### config.mk
export PLATFORM = sky130hd
export DESIGN_NAME = cau_prep
export DESIGN_NICKNAME = d
export VERILOG_FILES = /design/src/rtl/complex_arithmetic_unit_macros.svh /design/src/rtl/cau_pkg.sv /design/src/rtl/cau_prep.sv
export SDC_FILE = /design/constraint.sdc
export NUM_CORES = 2
export LEC_CHECK = 0
export ABC_AREA = 1
export BUFFER_PORTS_ARGS = -buffer_cell sky130_fd_sc_hd__buf_2
export CELL_PAD_IN_SITES_DETAIL_PLACEMENT = 1
export CELL_PAD_IN_SITES_GLOBAL_PLACEMENT = 1
export CORE_AREA = 2 2 381 383
export CTS_CLUSTER_DIAMETER = 40
export DETAILED_ROUTE_END_ITERATION = 6
export DIE_AREA = 0 0 383 385
export PLACE_DENSITY = 0.8
export SLEW_MARGIN = 25
export SYNTH_ARGS = -nofsm -noshare
export SYNTH_HDL_FRONTEND = slang
export SYNTH_SLANG_ARGS = --single-unit
### constraint.sdc
create_clock -name aclk -period 21.4 [get_ports aclk]
set_input_delay 1.07 -clock aclk [delete_from_list [all_inputs] [get_ports aclk]]
set_output_delay 1.07 -clock aclk [all_outputs]
set_load 0.01 [all_outputs]
### src/rtl/complex_arithmetic_unit_macros.svh
// ----------------------------------------------------------------------------
// Complex arithmetic unit assertion macros
// Shared concurrent assertion helpers with active-low reset disable.
// ----------------------------------------------------------------------------
`ifndef COMPLEX_ARITHMETIC_UNIT_MACROS_SVH
`define COMPLEX_ARITHMETIC_UNIT_MACROS_SVH

// same-cycle implication
`define CAU_ASSERT_NOW(label, clk, rstn, ante, cons, msg) \
    label: assert property (@(posedge clk) disable iff (!rstn) (ante) |-> (cons)) \
        else $error(msg);

// next-cycle implication
`define CAU_ASSERT_NEXT(label, clk, rstn, ante, cons, msg) \
    label: assert property (@(posedge clk) disable iff (!rstn) (ante) |=> (cons)) \
        else $error(msg);

`endif

### src/rtl/cau_pkg.sv
// ----------------------------------------------------------------------------
// Complex arithmetic unit package
// Types, constants and helpers shared by the pipeline stages.
// ----------------------------------------------------------------------------
`timescale 1ns / 1ps

package cau_pkg;

    localparam int DATA_W    = 32;
    localparam int FRAC_W    = 24;
    localparam int TOL_W     = 31;
    localparam int DIV_STEPS = DATA_W;
    localparam int FEED_W    = DATA_W - FRAC_W;
    localparam logic [TOL_W-1:0] TOL_RESET = 31'd17;
    localparam logic [2:0] REG_TOL_IDX = 3'd0;

    localparam logic signed [64:0] SAT_HI = 65'sd2147483647;
    localparam logic signed [64:0] SAT_LO = -65'sd2147483648;
    localparam logic [31:0] WORD_MAX = 32'h7FFF_FFFF;
    localparam logic [31:0] WORD_MIN = 32'h8000_0000;

    typedef enum logic [2:0] {
        CMD_ADD   = 3'd0,
        CMD_SUB   = 3'd1,
        CMD_MUL   = 3'd2,
        CMD_DIV   = 3'd3,
        CMD_NEG   = 3'd4,
        CMD_EQ    = 3'd5,
        CMD_SCALE = 3'd6
    } cmd_t;

    typedef struct packed {
        logic signed [31:0] val;
        logic               ovf;
    } sat_t;

    // products and short sums from the first stage
    typedef struct packed {
        logic [2:0]         cmd;
        logic signed [63:0] p_ac;
        logic signed [63:0] p_bd;
        logic signed [63:0] p_ad;
        logic signed [63:0] p_bc;
        logic signed [63:0] p_cc;
        logic signed [63:0] p_dd;
        logic signed [32:0] sum_r;
        logic signed [32:0] sum_i;
        logic signed [32:0] dif_r;
        logic signed [32:0] dif_i;
        logic signed [32:0] neg_r;
        logic signed [32:0] neg_i;
    } s1_t;

    // per-item control and finished non-divide results
    typedef struct packed {
        logic [2:0]         cmd;
        logic signed [31:0] rr;
        logic signed [31:0] ri;
        logic               eq;
        logic               ovf;
        logic               dz;
        logic               neg_r;
        logic               neg_i;
        logic               big_r;
        logic               big_i;
    } side_t;

    // restoring divider working set for both parts
    typedef struct packed {
        logic [63:0]        den;
        logic [63:0]        rem_r;
        logic [63:0]        rem_i;
        logic [FEED_W-1:0]  feed_r;
        logic [FEED_W-1:0]  feed_i;
        logic [31:0]        q_r;
        logic [31:0]        q_i;
    } divw_t;

    function automatic sat_t sat65(input logic signed [64:0] v);
        sat_t s;
        s.ovf = 1'b0;
        s.val = v[31:0];
        if (v > SAT_HI) begin
            s.val = WORD_MAX;
            s.ovf = 1'b1;
        end else if (v < SAT_LO) begin
            s.val = WORD_MIN;
            s.ovf = 1'b1;
        end
        return s;
    endfunction

    function automatic logic signed [64:0] ext33(input logic signed [32:0] v);
        return {{32{v[32]}}, v};
    endfunction

endpackage

### src/rtl/cau_prep.sv
// ----------------------------------------------------------------------------
// Complex arithmetic unit prepare stages
// Finishes the non-divide commands and sets up the quotient divider.
// ----------------------------------------------------------------------------
`timescale 1ns / 1ps

module cau_prep import cau_pkg::*; (
    input  logic             aclk,
    input  logic             aresetn,
    input  logic [TOL_W-1:0] tol,
    input  logic             in_valid,
    output logic             in_ready,
    input  s1_t              in_data,
    output logic             out_valid,
    input  logic             out_ready,
    output side_t            out_side,
    output divw_t            out_div
);

    function automatic logic signed [64:0] p_ext(input logic signed [63:0] v);
        return {v[63], v};
    endfunction

    // stage A: combine products, saturate
    logic               a_valid_reg;
    logic               a_ready;
    side_t              a_side_reg, a_side_next;
    logic [63:0]        a_den_reg, a_den_next;
    logic signed [64:0] a_nr_reg, a_nr_next;
    logic signed [64:0] a_ni_reg, a_ni_next;

    logic signed [64:0] mul_re, mul_im, scl_re, scl_im;
    logic signed [32:0] tol_s;
    sat_t               sr, si;

    always_comb begin
        mul_re = (p_ext(in_data.p_ac) - p_ext(in_data.p_bd)) >>> FRAC_W;
        mul_im = (p_ext(in_data.p_ad) + p_ext(in_data.p_bc)) >>> FRAC_W;
        scl_re = p_ext(in_data.p_ac) >>> FRAC_W;
        scl_im = p_ext(in_data.p_bc) >>> FRAC_W;
        tol_s  = {2'b00, tol};

        sr = '0;
        si = '0;
        a_side_next = '0;
        a_side_next.cmd = in_data.cmd;
        unique case (in_data.cmd)
            CMD_ADD: begin
                sr = sat65(ext33(in_data.sum_r));
                si = sat65(ext33(in_data.sum_i));
            end
            CMD_SUB: begin
                sr = sat65(ext33(in_data.dif_r));
                si = sat65(ext33(in_data.dif_i));
            end
            CMD_MUL: begin
                sr = sat65(mul_re);
                si = sat65(mul_im);
            end
            CMD_NEG: begin
                sr = sat65(ext33(in_data.neg_r));
                si = sat65(ext33(in_data.neg_i));
            end
            CMD_SCALE: begin
                sr = sat65(scl_re);
                si = sat65(scl_im);
            end
            CMD_EQ: begin
                a_side_next.eq = (in_data.dif_r <= tol_s) && (in_data.dif_r >= -tol_s)
                              && (in_data.dif_i <= tol_s) && (in_data.dif_i >= -tol_s);
            end
            default: begin
            end
        endcase
        a_side_next.rr  = sr.val;
        a_side_next.ri  = si.val;
        a_side_next.ovf = sr.ovf || si.ovf;

        a_den_next = in_data.p_cc + in_data.p_dd;
        a_nr_next  = p_ext(in_data.p_ac) + p_ext(in_data.p_bd);
        a_ni_next  = p_ext(in_data.p_bc) - p_ext(in_data.p_ad);
    end

    assign in_ready = !a_valid_reg || a_ready;

    always_ff @(posedge aclk) begin
        if (!aresetn) begin
            a_valid_reg <= 1'b0;
        end else if (in_ready) begin
            a_valid_reg <= in_valid;
        end
    end

    always_ff @(posedge aclk) begin
        if (in_valid && in_ready) begin
            a_side_reg <= a_side_next;
            a_den_reg  <= a_den_next;
            a_nr_reg   <= a_nr_next;
            a_ni_reg   <= a_ni_next;
        end
    end

    // stage B: magnitudes, range check, divider seed
    logic        b_valid_reg;
    side_t       b_side_reg, b_side_next;
    divw_t       b_div_reg, b_div_next;
    logic [63:0] mag_r, mag_i;
    logic [64:0] nr_abs, ni_abs;

    always_comb begin
        nr_abs = a_nr_reg[64] ? 65'(-a_nr_reg) : a_nr_reg;
        ni_abs = a_ni_reg[64] ? 65'(-a_ni_reg) : a_ni_reg;
        mag_r  = nr_abs[63:0];
        mag_i  = ni_abs[63:0];

        b_side_next       = a_side_reg;
        b_side_next.dz    = (a_den_reg == 64'd0);
        b_side_next.neg_r = a_nr_reg[64];
        b_side_next.neg_i = a_ni_reg[64];
        // quotient needs more than 32 bits
        b_side_next.big_r = {8'd0, mag_r} >= {a_den_reg, 8'd0};
        b_side_next.big_i = {8'd0, mag_i} >= {a_den_reg, 8'd0};

        b_div_next.den    = a_den_reg;
        b_div_next.rem_r  = {8'd0, mag_r[63:FEED_W]};
        b_div_next.rem_i  = {8'd0, mag_i[63:FEED_W]};
        b_div_next.feed_r = mag_r[FEED_W-1:0];
        b_div_next.feed_i = mag_i[FEED_W-1:0];
        b_div_next.q_r    = '0;
        b_div_next.q_i    = '0;
    end

    assign a_ready = !b_valid_reg || out_ready;

    always_ff @(posedge aclk) begin
        if (!aresetn) begin
            b_valid_reg <= 1'b0;
        end else if (a_ready) begin
            b_valid_reg <= a_valid_reg;
        end
    end

    always_ff @(posedge aclk) begin
        if (a_valid_reg && a_ready) begin
            b_side_reg <= b_side_next;
            b_div_reg  <= b_div_next;
        end
    end

    assign out_valid = b_valid_reg;
    assign out_side  = b_side_reg;
    assign out_div   = b_div_reg;

endmodule

==> run_results.csv <==
group,metric,value,unit
floorplanning,floorplan.initialDensity,37.4,%
outcome,status,"complete, but fails checks",
drt,firstDrtPassIters,7,
placement,dpl.hpwl,256000,microns
floorplanning,rows,139,
synthesis,yosys_warnings,0,
global_routing,globalRouteMet2Util,62.2,%
global_routing,grt_start_max_net_pins,147,
pwr,p_clk_share,34.3,%
floorplanning,die_x,383,microns
pwr,p_sw,1.97,mW
drt,wl_per_cell,28.6,microns
worst_setup_path,worst_ep_arrival_time,5.87,ns
pwr,switching_share,41.9,%
timing,fin_ws,16.07,ns
drt,wl,297000,microns
worst_setup_path,path_max_fanout,4,
timing,finalCritPeriodShare,24.9,%
clocking,htreeDepth,3,
worst_setup_path,critPathKind,"register to register",
timing,fin_setup_tns,0,ns
timing,rsz0062_at_grt,"false",
pwr,power_density,74.7,nW/um^2
global_routing,overflow,0,
global_routing,grt_antenna_before_repair,38,
finish,largest_reg_flops,192,
clocking,cts_tree,"done",
floorplanning,core_area,143000,sq um
drt,antenna_left,0,
drt,drc_errors,1,
global_routing,grt_pass1_wl,412000,microns
synthesis,syn_avg_cell_area,7.12,sq um
timing,finalHoldViolations,0,
synthesis,synth-edff-count,529,
synthesis,syn_inst,7521,
finish,nets,9558,
finish,ff_latch_area,15900,sq um
worst_setup_path,crit_path_end_kind,"register",
placement,place_ws,15.94,ns
min_path,hold_path_class,"register to register",
drt,initialDrtViolationCount,5171,
global_routing,grt_pass1_vias,58400,
timing,slew_violations,0,
floorplanning,num_io_pins,968,
synthesis,seq_area_frac_synth,29.7,%
finish,final_common_cell,"nand2_1",
timing,fin_crit,5.33,ns
timing,setup_viol,0,
clocking,cts_hold_buf,0,
outcome,violations,"DRC",
clocking,cts_root_buffer,"clkbuf_16",
synthesis,synth_fa_ha_area_share,13.2,%
timing,fin_skew,0.0352,ns
pwr,p_int,2.74,mW
synthesis,synthMuxAreaShare,0,%
timing,max_slew.worst_pin.slew,1.24,ns
placement,place_congestion,1.09,
clocking,worstSkewPairLatency,0.72,ns
synthesis,synth_xor_area_share,6.29,%
finish,final_cell_mix,"1553 x nand2_1, 1196 x inv_1, 955 x nor2_1",
run,cap_violations,0,
clocking,cts.sinks,531,
global_routing,grtUsageTotal,38.9,%
synthesis,synth-seq-cells,531,
clocking,cts_setup_buffers,0,
synthesis,ys_types,68,
floorplanning,die_height,385,microns
worst_setup_path,crit_path_start_kind,"register",
drt,via_per_inst,5.56,
synthesis,synth_compound_area_share,14.0,%
clocking,cts_max_path_buffers,3,
global_routing,met1_usage,49.6,%
synthesis,async_flop_share,0,%
pwr,seq_power_share,30.1,%
pwr,p_comb_share,35.7,%
clocking,cts_made_buffers,99,
global_routing,grt_use_met3,7.22,%
finish,fillCellCount,18500,
worst_setup_path,worstPathRequired,21.94,ns
finish,areaGrowthSynthToFinish,17.7,%
synthesis,synth_top_family_by_area,"simple AND/OR/NAND/NOR gates",
clocking,clk_pin_slew_worst_paths,0.06,ns
synthesis,yosys.area_share.simple,25.3,%
global_routing,top_usage_layer,"met2",
finish,drive_above_1_share,15.6,%
pwr,power.leakage,30.5,nW
timing,max_freq,188,MHz
timing,relSlewSlack,16.1,%
pwr,ir_drop,71.5,uV
clocking,cts-resized-gates,0,
finish,multiInputGateArea,31900,sq um
floorplanning,dieArea,147000,sq um
placement,place.port_buffers,887,
drt,routed-via-count,57700,
synthesis,synth_ff_type,"edfxtp_1",
synthesis,syn_area,53600,sq um
## worst max-delay path, stage by stage, from the launching register on
cell	delay, ns
edfxtp_1	0.38
inv_1	0.18
ha_1	0.25
nand3_1	0.15
nor2_1	0.21
nand4_1	0.21
inv_1	0.11
nand3_1	0.13
nor2_1	0.20
nand3_1	0.14
inv_1	0.09
nand4_1	0.15
o21ai_0	0.39
o21ai_0	0.20
xor2_1	0.95
ha_1	0.24
inv_1	0.04
nor4_1	0.56
nand2_1	0.16
o2111ai_1	0.10
a31oi_1	0.14
o211ai_1	0.16
## per-layer routing
layer / wire length, microns / up-vias
met5: 129 / -
met4: 17800 / 18
met3: 22900 / 567
met2: 133000 / 2554
met1: 123000 / 28200
li1: - / 26300
## final cells by class
type,count,share of cell area [%]
multi-input combinational,5571,50.6
sequential,531,25.3
inverter,1253,7.47
timing repair buffer,917,7.42
clock buffer,105,3.96
tap,1903,3.78
clock inverter,83,1.44
antenna,23,0.0913
## power by group through the flow
stage | clock network (mW) | registers (mW) | logic [mW]
CTS | 1.63 | 1.42 | 1.64
global placement | 0 | 1.43 | 1.58
finish | 1.61 | 1.42 | 1.68
floorplan | 0 | 1.42 | 0.916
global route | 1.67 | 1.42 | 1.79
detailed placement | 0 | 1.43 | 1.62
## Yosys cell counts (10+ instances only)
library cell / count / share of area, %
a21oi_1: 618 / 5.8
edfxtp_1: 529 / 30
a31oi_1: 101 / 1.2
xnor2_1: 76 / 1.2
a221oi_1: 10 / 0.16
inv_1: 1197 / 8.4
xor2_1: 307 / 5.0
nor3_2: 14 / 0.26
nor4_1: 68 / 0.79
buf_2: 73 / 0.68
a211oi_1: 14 / 0.20
nand2_1: 1553 / 11
nor2_2: 56 / 0.65
clkbuf_1: 62 / 0.43
o21ai_1: 38 / 0.35
inv_2: 51 / 0.36
nand3_1: 244 / 2.3
a21boi_0: 19 / 0.27
buf_4: 99 / 1.4
nand4_1: 93 / 1.1
nand3_2: 10 / 0.19
o21ai_2: 23 / 0.38
nor2_1: 961 / 6.7
o21bai_1: 41 / 0.57
nand2_2: 23 / 0.27
o21a_1: 30 / 0.42
o21ai_0: 309 / 2.9
o22ai_1: 24 / 0.28
o211ai_1: 37 / 0.52
o221ai_1: 20 / 0.33
nor3_1: 140 / 1.3
ha_1: 562 / 13
## path summary, 6_finish.rpt
check | start | to | slack, ns | cells after the start
worst max-delay path | a_nr_reg[1]$_DFFE_PP_ | out_side[1]$_DFFE_PP_ | 16.07 | 21
worst max register to register | a_nr_reg[1]$_DFFE_PP_ | out_side[1]$_DFFE_PP_ | 16.07 | 21
worst min-delay path | a_side_reg[9]$_DFFE_PP_ | out_side[9]$_DFFE_PP_ | 0.41 | 0
worst min register to register | a_side_reg[9]$_DFFE_PP_ | out_side[9]$_DFFE_PP_ | 0.41 | 0
## kinds of logic after synthesis
kind of cell | count (synthesis)
other cells | 1
xor+xnor | 384
flops | 531
fa+ha+maj | 565
compound gates | 1328
simple gates | 3214
buf+inv | 1498
## through the flow
stage	power [mW]	hold WS, ns	util [%]	instance area, sq um	std cells
2_1_floorplan	2.33	0.400	-	53900	7600
3_5_place_dp	3.06	0.406	41.6	59600	10200
4_1_cts	4.68	0.418	44.0	63000	10400
6_report	4.71	0.413	44.1	63100	10400
3_3_place_gp	3.01	0.402	41.6	59600	10200
5_1_grt	4.88	0.423	44.0	63000	10400
Note: power is estimated with default switching activity, not from simulation.
