[config.mk]
export PLATFORM = sky130hd
export DESIGN_NAME = cau_final
export DESIGN_NICKNAME = d
export VERILOG_FILES = /design/src/rtl/complex_arithmetic_unit_macros.svh /design/src/rtl/cau_pkg.sv /design/src/rtl/cau_final.sv
export SDC_FILE = /design/constraint.sdc
export NUM_CORES = 1
export LEC_CHECK = 0
export ABC_AREA = 0
export BUFFER_PORTS_ARGS = -buffer_cell sky130_fd_sc_hd__buf_2
export CAP_MARGIN = 10
export CELL_PAD_IN_SITES_DETAIL_PLACEMENT = 2
export CELL_PAD_IN_SITES_GLOBAL_PLACEMENT = 2
export CORE_AREA = 2 2 161 163
export CTS_CLUSTER_SIZE = 10
export DETAILED_ROUTE_END_ITERATION = 16
export DIE_AREA = 0 0 163 165
export PLACE_DENSITY_LB_ADDON = 0.1
export RECOVER_POWER = 50
export SLEW_MARGIN = 40
export SYNTH_ARGS = -nofsm -noshare
export SYNTH_HDL_FRONTEND = slang
export SYNTH_SLANG_ARGS = --single-unit
[constraint.sdc]
create_clock -name aclk -period 5.2 [get_ports aclk]
set_input_delay 0.52 -clock aclk [delete_from_list [all_inputs] [get_ports aclk]]
set_output_delay 0.52 -clock aclk [all_outputs]
set_load 0.005 [all_outputs]
[src/rtl/complex_arithmetic_unit_macros.svh]
// ----------------------------------------------------------------------------
// Complex arithmetic unit assertion macros
// Shared concurrent assertion helpers with active-low reset disable.
// ----------------------------------------------------------------------------
`ifndef COMPLEX_ARITHMETIC_UNIT_MACROS_SVH
`define COMPLEX_ARITHMETIC_UNIT_MACROS_SVH

// same-cycle implication
`define CAU_ASSERT_NOW(label, clk, rstn, ante, cons, msg) \
    label: assert property (@(posedge clk) disable iff (!rstn) (ante) |-> (cons)) \
        else $error(msg);

// next-cycle implication
`define CAU_ASSERT_NEXT(label, clk, rstn, ante, cons, msg) \
    label: assert property (@(posedge clk) disable iff (!rstn) (ante) |=> (cons)) \
        else $error(msg);

`endif

[src/rtl/cau_pkg.sv]
// ----------------------------------------------------------------------------
// Complex arithmetic unit package
// Types, constants and helpers shared by the pipeline stages.
// ----------------------------------------------------------------------------
`timescale 1ns / 1ps

package cau_pkg;

    localparam int DATA_W    = 32;
    localparam int FRAC_W    = 24;
    localparam int TOL_W     = 31;
    localparam int DIV_STEPS = DATA_W;
    localparam int FEED_W    = DATA_W - FRAC_W;
    localparam logic [TOL_W-1:0] TOL_RESET = 31'd17;
    localparam logic [2:0] REG_TOL_IDX = 3'd0;

    localparam logic signed [64:0] SAT_HI = 65'sd2147483647;
    localparam logic signed [64:0] SAT_LO = -65'sd2147483648;
    localparam logic [31:0] WORD_MAX = 32'h7FFF_FFFF;
    localparam logic [31:0] WORD_MIN = 32'h8000_0000;

    typedef enum logic [2:0] {
        CMD_ADD   = 3'd0,
        CMD_SUB   = 3'd1,
        CMD_MUL   = 3'd2,
        CMD_DIV   = 3'd3,
        CMD_NEG   = 3'd4,
        CMD_EQ    = 3'd5,
        CMD_SCALE = 3'd6
    } cmd_t;

    typedef struct packed {
        logic signed [31:0] val;
        logic               ovf;
    } sat_t;

    // products and short sums from the first stage
    typedef struct packed {
        logic [2:0]         cmd;
        logic signed [63:0] p_ac;
        logic signed [63:0] p_bd;
        logic signed [63:0] p_ad;
        logic signed [63:0] p_bc;
        logic signed [63:0] p_cc;
        logic signed [63:0] p_dd;
        logic signed [32:0] sum_r;
        logic signed [32:0] sum_i;
        logic signed [32:0] dif_r;
        logic signed [32:0] dif_i;
        logic signed [32:0] neg_r;
        logic signed [32:0] neg_i;
    } s1_t;

    // per-item control and finished non-divide results
    typedef struct packed {
        logic [2:0]         cmd;
        logic signed [31:0] rr;
        logic signed [31:0] ri;
        logic               eq;
        logic               ovf;
        logic               dz;
        logic               neg_r;
        logic               neg_i;
        logic               big_r;
        logic               big_i;
    } side_t;

    // restoring divider working set for both parts
    typedef struct packed {
        logic [63:0]        den;
        logic [63:0]        rem_r;
        logic [63:0]        rem_i;
        logic [FEED_W-1:0]  feed_r;
        logic [FEED_W-1:0]  feed_i;
        logic [31:0]        q_r;
        logic [31:0]        q_i;
    } divw_t;

    function automatic sat_t sat65(input logic signed [64:0] v);
        sat_t s;
        s.ovf = 1'b0;
        s.val = v[31:0];
        if (v > SAT_HI) begin
            s.val = WORD_MAX;
            s.ovf = 1'b1;
        end else if (v < SAT_LO) begin
            s.val = WORD_MIN;
            s.ovf = 1'b1;
        end
        return s;
    endfunction

    function automatic logic signed [64:0] ext33(input logic signed [32:0] v);
        return {{32{v[32]}}, v};
    endfunction

endpackage

[src/rtl/cau_final.sv]
// ----------------------------------------------------------------------------
// Complex arithmetic unit output stage
// Signs and saturates the quotients, selects the result and holds it.
// ----------------------------------------------------------------------------
`timescale 1ns / 1ps

module cau_final import cau_pkg::*; (
    input  logic               aclk,
    input  logic               aresetn,
    input  logic               in_valid,
    output logic               in_ready,
    input  side_t              in_side,
    input  divw_t              in_div,
    output logic               out_valid,
    input  logic               out_ready,
    output logic signed [31:0] res_real,
    output logic signed [31:0] res_imag,
    output logic               is_equal,
    output logic               div_zero,
    output logic               overflow
);

    logic               valid_reg;
    logic signed [31:0] rr_reg, rr_next, ri_reg, ri_next;
    logic               eq_reg, eq_next, dz_reg, dz_next, ovf_reg, ovf_next;
    logic               or_r, or_i;

    always_comb begin
        rr_next  = in_side.rr;
        ri_next  = in_side.ri;
        eq_next  = in_side.eq;
        dz_next  = 1'b0;
        ovf_next = in_side.ovf;
        or_r     = 1'b0;
        or_i     = 1'b0;
        if (in_side.cmd == CMD_DIV) begin
            eq_next = 1'b0;
            if (in_side.dz) begin
                rr_next  = '0;
                ri_next  = '0;
                dz_next  = 1'b1;
                ovf_next = 1'b0;
            end else begin
                // negative side may reach exactly the most negative word
                if (in_side.neg_r) begin
                    or_r    = in_side.big_r || (in_div.q_r > WORD_MIN);
                    rr_next = or_r ? WORD_MIN : 32'(-in_div.q_r);
                end else begin
                    or_r    = in_side.big_r || in_div.q_r[31];
                    rr_next = or_r ? WORD_MAX : in_div.q_r;
                end
                if (in_side.neg_i) begin
                    or_i    = in_side.big_i || (in_div.q_i > WORD_MIN);
                    ri_next = or_i ? WORD_MIN : 32'(-in_div.q_i);
                end else begin
                    or_i    = in_side.big_i || in_div.q_i[31];
                    ri_next = or_i ? WORD_MAX : in_div.q_i;
                end
                ovf_next = or_r || or_i;
            end
        end
    end

    assign in_ready  = !valid_reg || out_ready;
    assign out_valid = valid_reg;
    assign res_real  = rr_reg;
    assign res_imag  = ri_reg;
    assign is_equal  = eq_reg;
    assign div_zero  = dz_reg;
    assign overflow  = ovf_reg;

    always_ff @(posedge aclk) begin
        if (!aresetn) begin
            valid_reg <= 1'b0;
        end else if (in_ready) begin
            valid_reg <= in_valid;
        end
    end

    always_ff @(posedge aclk) begin
        if (in_valid && in_ready) begin
            rr_reg  <= rr_next;
            ri_reg  <= ri_next;
            eq_reg  <= eq_next;
            dz_reg  <= dz_next;
            ovf_reg <= ovf_next;
        end
    end

endmodule

==> impl_metrics.toml, run 1 <==
[floorplan]
dieHeight_um = 165
core.rowCount = 58
core-area_sq_um = 25040
ios = 419
die_w_um = 163
die-area_sq_um = 26900
start_util_pct = 19.64

[worst_setup_path]
worstPathArrival_ns = 3.51
cp.required_ns = 5.25
start_kind = "flop"
path_class = "reg -> reg"
end_kind = "flop"
crit_fanout = 25

[clocking]
cts_hold_buffers = 0
htreeDepth = 3
numCtsBuffers = 9
cts-resized-gates = 0
clk_pin_slew_ns = 0.06
cts-root-buf = "clkbuf_16"
post-cts-setup-buffer-count = 0
clk-insertion-delay-late_ns = 0.35
tritoncts = "yes"
cts_sinks = 68
clk_path_buf_depth = 2

[global_route]
antenna_found_initial = 13
grt_pass1_vias = 6060
grt_pass1_wl_mm = 35.78
grt_use_total_pct = 17.73
grt_max_degree = 57
grt-ovfl-total = 0

[final_layout]
design_area_sq_um = 6569
final_cell_mix = "156 x buf_2, 104 x nand2_1, 67 x edfxtp_1"
mostFrequentLayoutCell = "buf_2"
area_growth_pct = 33.62
num-nets-final = 1133
drive_above_1_share_pct = 25.45
fillers = 2980

[detailed_routing]
vias = 5606
ant_nets = 0
drt_wl_total_mm = 23.96
drc = 0
dr.pass1.iters = 4
drt_iter0_drc = 180
wl_per_cell_um = 21.35
vias_per_cell = 4.996

[logic_synthesis]
synth_edf_count = 67
syn_area_sq_um = 4916
yosys_warnings = 0
ys_seq_elements = 68
synth_cell_types = 60
synth-main-ff-cell = "edfxtp_1"
synthArstFlopShare_pct = 0
synthesis.nets = 942
syn_inst = 590
synth.avg_cell_area_sq_um = 8.332
yosysSeqAreaShare_pct = 41.33

[timing]
hold_violations = 0
rsz0062_at_grt = "false"
maxSlewViolCount = 49
fmax_mhz = 288.4
tns_ns = 0
clock_skew_ns = 0.005292
worst_slew_pin_slew_ns = 1.596
setup_viol = 0
max_slew_margin_pct = -6.428
period_needed_ns = 3.468
post-route-period-util_pct = 66.69
hold_ws_ns = 0.4247

[outcome]
violations = "capacitance limit, slew limit"
status = "finished with violations"

[pwr]
ir_worst_vdd_mv = 0.1214
power_density_nw_per_um2 = 241.0
power_leakage_nw = 2.496

[placed_design]
globalplace.congestion = 0.8171
port-buffer-count = 210
place_area_sq_um = 6347
dp_hpwl_mm = 18.64

[hold_path]
min_path_type = "in -> reg"

[flow_run]
drv_cap = 2
## worst paths after layout
check / to / startpoint / depth (start not counted) / slack [ns]
max reg2reg: res_imag[23] / out_valid / 4 / 1.73
min: out_valid / aresetn / 2 / 0.42
max: res_imag[23] / out_valid / 4 / 1.73
min reg2reg: out_valid / out_valid / 2 / 0.56
## logic make-up after synthesis
kind of cell | count (synthesis) | share of synthesized area, %
AO/OA/AOI/OAI | 185 | 24.15
flip-flops | 68 | 41.33
adder cells (fa/ha/maj) | 2 | 0.5090
buffers and inverters | 50 | 4.098
XOR/XNOR | 3 | 0.5346
multiplexers | 5 | 1.018
AND/OR/NAND/NOR | 277 | 28.35
## metal layers
layer	global-route usage, %	part of all wire (%)	vias to the layer above
li1	-	-	2676
met1	21.02	43	2697
met2	29.64	46	193
met3	7.358	9.7	28
met4	4.626	1.1	12
met5	0	0.26	-
## through the flow
step	instances	setup WS, ns	util [%]	power, mW
2_1_floorplan	590	2.516	-	0.8040
3_3_place_gp	1098	1.782	25.15	0.9739
3_5_place_dp	1100	1.785	25.35	0.9859
4_1_cts	1116	2.157	26.45	1.626
5_1_grt	1117	1.350	26.19	1.665
6_report	1122	1.732	26.24	1.583
## sequential cells by signal, summed over array words and instances (netlist names)
name       count
overflow       1
is_equal       1
res_imag      32
out_valid      1
div_zero       1
res_real      32
## final cells by class
class,instances,area [sq um],area share [%]
flip-flops and latches,68,2032,30.93
diodes,6,15.01,0.2286
well taps,330,412.9,6.286
multi-input cells,472,2723,41.45
clock inverters,2,10.01,0.1524
clock buffers,14,264.0,4.019
repair buffers,221,1079,16.42
inverters,9,33.78,0.5143
## report_power, final
group,switching (mW),leakage (nW),internal (mW)
Sequential,0.0105,0.663,0.650
Combinational,0.190,1.70,0.111
Clock,0.272,0.137,0.349
Total,0.472,2.50,1.11
## cells in the mapped netlist (all sizes together) (10+ instances only)
library cell  number  area (sq um)
edfxtp            67          2012
nor3              25         130.1
nand2            104         390.4
or4               10         75.07
a21oi             51         255.2
or3               11         73.82
o22ai             18         112.6
o21ai             43         215.2
nor4              27         190.2
clkbuf            33         123.9
a31oi             13         81.33
nand4             15         93.84
nor2              38         142.6
nand3             16         80.08
o31ai             24         185.2
## worst max-delay path: stages, from the launching register on
cell      delay, ns
dfxtp_1        0.31
nand2b_1       0.11
and2_0         1.20
clkbuf_1       1.23
buf_12         0.28
Power figures use the tool's default switching activity.
==> run 2: changes to the inputs <==
--- a/config.mk
+++ b/config.mk
@@ -10,10 +10,10 @@
 export CAP_MARGIN = 10
 export CELL_PAD_IN_SITES_DETAIL_PLACEMENT = 2
 export CELL_PAD_IN_SITES_GLOBAL_PLACEMENT = 2
-export CORE_AREA = 2 2 161 163
+export CORE_ASPECT_RATIO = 0.9
+export CORE_UTILIZATION = 19
 export CTS_CLUSTER_SIZE = 10
 export DETAILED_ROUTE_END_ITERATION = 16
-export DIE_AREA = 0 0 163 165
 export PLACE_DENSITY_LB_ADDON = 0.1
 export RECOVER_POWER = 50
 export SLEW_MARGIN = 40
==> constraint.sdc (replaced) <==
create_clock -name aclk -period 3.4 [get_ports aclk]
set_input_delay 0.34 -clock aclk [delete_from_list [all_inputs] [get_ports aclk]]
set_output_delay 0.34 -clock aclk [all_outputs]
set_load 0.005 [all_outputs]
==> run 2 against run 1 <==
Net effect: the flow still finishes with violations (capacitance limit, slew limit); combinational power grew 55%; cell count is 1.9% higher; global-route usage increased by 0.13 points; total power up 55%; critical endpoint is now res_imag[26]; largest power group unchanged; hold slack worse by 0.16 ns; die area is 1.4% lower.
==> impl_metrics.toml, run 2 (synthesized netlist as in run 1, its figures left out) <==
[outcome]
status = "finished with violations"
violations = "capacitance limit, slew limit"

[placed_design]
place_inst = 1125
globalplace.congestion = 0.7654
dp_hpwl_mm = 18.16
dpl_worst_slack_ns = 0.5741
port-buffer-count = 210

[global_route]
grt_pass1_wl_mm = 35.87
grt_max_degree = 71
grt_pass1_vias = 5870
grt-ovfl-total = 0
antenna_found_initial = 4
grt_use_total_pct = 17.86

[final_layout]
fillers = 3024
num-nets-final = 1147
final_cell_mix = "155 x buf_2, 104 x nand2_1, 67 x edfxtp_1"
drive_above_1_share_pct = 26.13
post-route-util_pct = 26.44
area_growth_pct = 35.84
finalNonFillerCells = 1143
mostFrequentLayoutCell = "buf_2"

[detailed_routing]
wl_per_cell_um = 20.78
vias_per_cell = 4.889
vias = 5588
ant_nets = 0
dr.pass1.iters = 7
drt_wl_total_mm = 23.75
drc = 0
drt_iter0_drc = 142

[worst_setup_path]
path_class = "in -> reg"
end_kind = "flop"
start_kind = "input port"
crit_cells = 8
reg2reg_depth = 3
slowest_delay_ns = 0.54
path_buf_inv = 2
crit_fanout = 15
crit_chain = "buf_2 > inv_1 > ha_1 > nor3b_1 > and4_1 > nand3_1 > o21a_1 > o31ai_1"
cp_slowest_cell = "o21a_1"
worstPathArrival_ns = 2.65
cp.required_ns = 3.51
crit_family = "compound AO/OA/AOI/OAI gates"

[clocking]
clk_path_buf_depth = 2
clk-insertion-delay-late_ns = 0.34
cts_sinks = 68
cts_hold_buffers = 0
cts-root-buf = "clkbuf_16"
tritoncts = "yes"
cts-resized-gates = 0
numCtsBuffers = 9
clk_pin_slew_ns = 0.06
post-cts-setup-buffer-count = 0
htreeDepth = 3

[floorplan]
core.rowCount = 55
dieHeight_um = 154.6
die-area_sq_um = 26520
die_w_um = 171.6
ios = 419
core-area_sq_um = 25260
start_util_pct = 19.46

[timing]
setup_viol = 0
max_slew_margin_pct = -30.15
clock_skew_ns = 0.01283
hold_violations = 0
fin_ws_ns = 0.8602
tns_ns = 0
period_needed_ns = 2.540
hold_ws_ns = 0.2662
fmax_mhz = 393.7
rsz0062_at_grt = "false"
maxSlewViolCount = 69
worst_slew_pin_slew_ns = 1.952
post-route-period-util_pct = 74.70

[pwr]
power_density_nw_per_um2 = 367.0
ir_worst_vdd_mv = 0.1815
power_leakage_nw = 2.570

[flow_run]
drv_cap = 2

[hold_path]
min_path_type = "in -> reg"
hold_path_depth = 3
[run 2: worst min-delay path, stage by stage]
cell      delay, ns
buf_2          0.10
inv_1          0.04
a21boi_0       0.06
[run 2: final cells by class]
type | count | area [sq um] | share of cell area, %
inverters | 9 | 33.78 | 0.5059
repair buffers | 235 | 1195 | 17.89
well taps | 342 | 427.9 | 6.408
diodes | 1 | 2.502 | 0.03747
clock inverters | 6 | 55.05 | 0.8244
clock buffers | 10 | 229.0 | 3.429
flip-flops and latches | 68 | 2032 | 30.43
multi-input cells | 472 | 2703 | 40.47
[run 2: metal layers]
| layer | vias up | GRT usage (%) | part of all wire, % |
|---|---|---|---|
| li1 | 2700 | - | - |
| met1 | 2727 | 26.98 | 52 |
| met2 | 149 | 25.62 | 41 |
| met3 | 8 | 3.992 | 6.1 |
| met4 | 4 | 3.274 | 0.30 |
| met5 | - | 0 | 0.13 |
[run 2: metrics by stage]
stage | instance area [sq um] | total power, mW
after global routing | 6675 | 2.571
after detailed placement | 6446 | 1.503
after CTS | 6730 | 2.515
after global placement | 6407 | 1.489
final | 6678 | 2.450
after floorplan | 4916 | 1.230
[run 2: power breakdown]
group          total (mW)  switching, mW  internal, mW  leakage, nW
sequential           1.01         0.0155         0.994        0.663
combinational       0.466          0.290         0.176         1.77
clock               0.975          0.412         0.563        0.137
total                2.45          0.718          1.73         2.57
[run 2: final timing paths]
kind / start / to / slack (ns)
max reg2reg: out_valid / res_imag[20] / 0.90
min reg2reg: out_valid / out_valid / 0.53
max: in_div[1] / res_imag[26] / 0.86
min: in_valid / out_valid / 0.27
==> run 3: changes to the inputs <==
--- a/config.mk
+++ b/config.mk
@@ -5,13 +5,13 @@
 export SDC_FILE = /design/constraint.sdc
 export NUM_CORES = 1
 export LEC_CHECK = 0
-export ABC_AREA = 0
+export ABC_AREA = 1
 export BUFFER_PORTS_ARGS = -buffer_cell sky130_fd_sc_hd__buf_2
 export CAP_MARGIN = 10
 export CELL_PAD_IN_SITES_DETAIL_PLACEMENT = 2
 export CELL_PAD_IN_SITES_GLOBAL_PLACEMENT = 2
 export CORE_ASPECT_RATIO = 0.9
-export CORE_UTILIZATION = 19
+export CORE_UTILIZATION = 17
 export CTS_CLUSTER_SIZE = 10
 export DETAILED_ROUTE_END_ITERATION = 16
 export PLACE_DENSITY_LB_ADDON = 0.1
==> constraint.sdc (replaced) <==
create_clock -name aclk -period 2 [get_ports aclk]
set_input_delay 0.2 -clock aclk [delete_from_list [all_inputs] [get_ports aclk]]
set_output_delay 0.2 -clock aclk [all_outputs]
set_load 0.005 [all_outputs]
==> run 3 against run 2 <==
Net effect: the flow now finishes without violations; global-route usage fell by 0.67 points; critical path depth fell by 6; flip-flop and latch count did not move.
==> impl_metrics.toml, run 3 <==
[logic_synthesis]
synth.avg_cell_area_sq_um = 6.662
yosysSeqAreaShare_pct = 36.83
synth_commonest_cells = "235 x nand2_1, 107 x nor2_1, 97 x nand3_1, 92 x inv_1, 67 x edfxtp_1"
yosysTopAreaCellShare_pct = 36.47
synth_cell_types = 31
synth_edf_count = 67
synthesis.nets = 1180
muxShareOfSynthArea_pct = 0
ys_top_cells_by_area = "edfxtp_1 36%, nand2_1 16%, nand3_1 8.8%"
synth-main-ff-cell = "edfxtp_1"
syn_inst = 828
synth-compound-area-share_pct = 12.79
yosys_warnings = 0
synth_fa_ha_area_share_pct = 0.4536
synth-simple-area-share_pct = 39.24
synth_top_cell_by_area = "edfxtp_1"
yosysMostFrequentCell = "nand2_1"
ys_seq_elements = 68
syn_area_sq_um = 5517
synthArstFlopShare_pct = 0
synth_xor_xnor_area_share_pct = 1.588
synth_top_family_by_area = "simple AND/OR/NAND/NOR gates"

[global_route]
grt_pass1_wl_mm = 42.21
grt_pass1_vias = 7045
grt-ovfl-total = 0
antenna_found_initial = 3
grt_max_degree = 68
grt_use_total_pct = 17.19

[clocking]
htreeDepth = 3
cts-root-buf = "clkbuf_16"
cts-resized-gates = 0
cts_sinks = 68
clk_path_buf_depth = 2
clk-insertion-delay-late_ns = 0.36
cts_hold_buffers = 0
post-cts-setup-buffer-count = 0
tritoncts = "yes"
numCtsBuffers = 9
clk_pin_slew_ns = 0.06

[pwr]
power.total_mw = 4.330
power_leakage_nw = 3.501
ir_worst_vdd_mv = 0.4407
power_density_nw_per_um2 = 564.7

[flow_run]
drv_cap = 0

[worst_setup_path]
crit_chain = "a21oi_4 > buf_4"
end_kind = "flop"
crit_fanout = 67
slowest_delay_ns = 0.77
worstPathArrival_ns = 1.66
path_class = "reg -> reg"
start_kind = "flop"
cp_slowest_cell = "buf_4"
cp.required_ns = 1.97

[final_layout]
final_cell_mix = "234 x nand2_1, 163 x buf_2, 107 x nor2_1"
drive_above_1_share_pct = 24.81
num-nets-final = 1427
finalNonFillerCells = 1498
mostFrequentLayoutCell = "nand2_1"
area_growth_pct = 38.99
post-route-util_pct = 24.05

[timing]
maxSlewViolCount = 0
clock_skew_ns = 0.007315
max_slew_margin_pct = 33.61
period_needed_ns = 1.686
worst_slew_pin_slew_ns = 0.9958
rsz0062_at_grt = "false"
fin_ws_ns = 0.3137
fmax_mhz = 593.0
setup_viol = 0
post-route-period-util_pct = 84.32
hold_ws_ns = 0.1059
hold_violations = 0

[floorplan]
die_w_um = 191.9
core-area_sq_um = 31880
dieHeight_um = 172.9
die-area_sq_um = 33180
ios = 419
start_util_pct = 17.30
core.rowCount = 62

[placed_design]
globalplace.congestion = 0.7745
dp_hpwl_mm = 22.60
dpl_worst_slack_ns = -0.08634
place_inst = 1480
port-buffer-count = 210

[detailed_routing]
drt_wl_total_mm = 27.72
dr.pass1.iters = 4
ant_nets = 0
vias = 6513
drt_iter0_drc = 281
vias_per_cell = 4.348
wl_per_cell_um = 18.51
drc = 0

[hold_path]
min_path_type = "in -> reg"

[outcome]
status = "complete, no violations"
==> run 3: critical path, delay by kind of cell, from the launching register on <==
kind            cells  cell delay (ns)
flops               1             0.34
buf+inv             1             0.77
compound gates      1             0.14
==> run 3: routing by layer <==
layer / vias up / share of wire, % / track usage [%]
met5: - / 0.097 / 0
met4: 4 / 0.79 / 3.175
met3: 15 / 6.7 / 4.161
met2: 168 / 39 / 23.83
met1: 3081 / 53 / 26.48
li1: 3245 / - / -
==> run 3: path summary, 6_finish.rpt <==
path	slack [ns]	end	from	depth (start not counted)
setup / recovery	0.31	res_real[28]	out_valid	2
hold / removal	0.11	out_valid	aresetn	2
setup reg to reg	0.31	res_real[28]	out_valid	2
hold reg to reg	0.55	out_valid	out_valid	2
==> run 3: report_power, final <==
| group | internal [mW] | switching (mW) | total [mW] |
|---|---|---|---|
| clock | 0.976 | 0.735 | 1.71 |
| sequential | 1.69 | 0.0244 | 1.71 |
| combinational | 0.335 | 0.570 | 0.905 |
| total | 3.00 | 1.33 | 4.33 |
==> run 3: area by class of cell <==
| cell class | instances | area (sq um) |
|---|---|---|
| fill | 3866 | 24220 |
| timing repair buffer | 264 | 1460 |
| multi-input combinational | 638 | 2997 |
| clock inverter | 7 | 75.07 |
| tap | 416 | 520.5 |
| inverter | 94 | 352.8 |
| antenna | 2 | 5.005 |
| sequential | 68 | 2032 |
| clock buffer | 9 | 225.2 |
==> run 3: stage by stage <==
stage	TNS, ns	cell area, sq um
global placement	-0.01703	7433
floorplan	0	5528
finish	0	7667
detailed placement	-0.2694	7433
global route	0	7662
CTS	0	7734
==> run 3: logic make-up after synthesis <==
logic type / count (synthesis)
adders and majority gates: 2
and+or+nand+nor: 492
xor gates and xnor gates: 10
buffers and inverters: 122
AOI/OAI and AO/OA: 134
DFF: 68
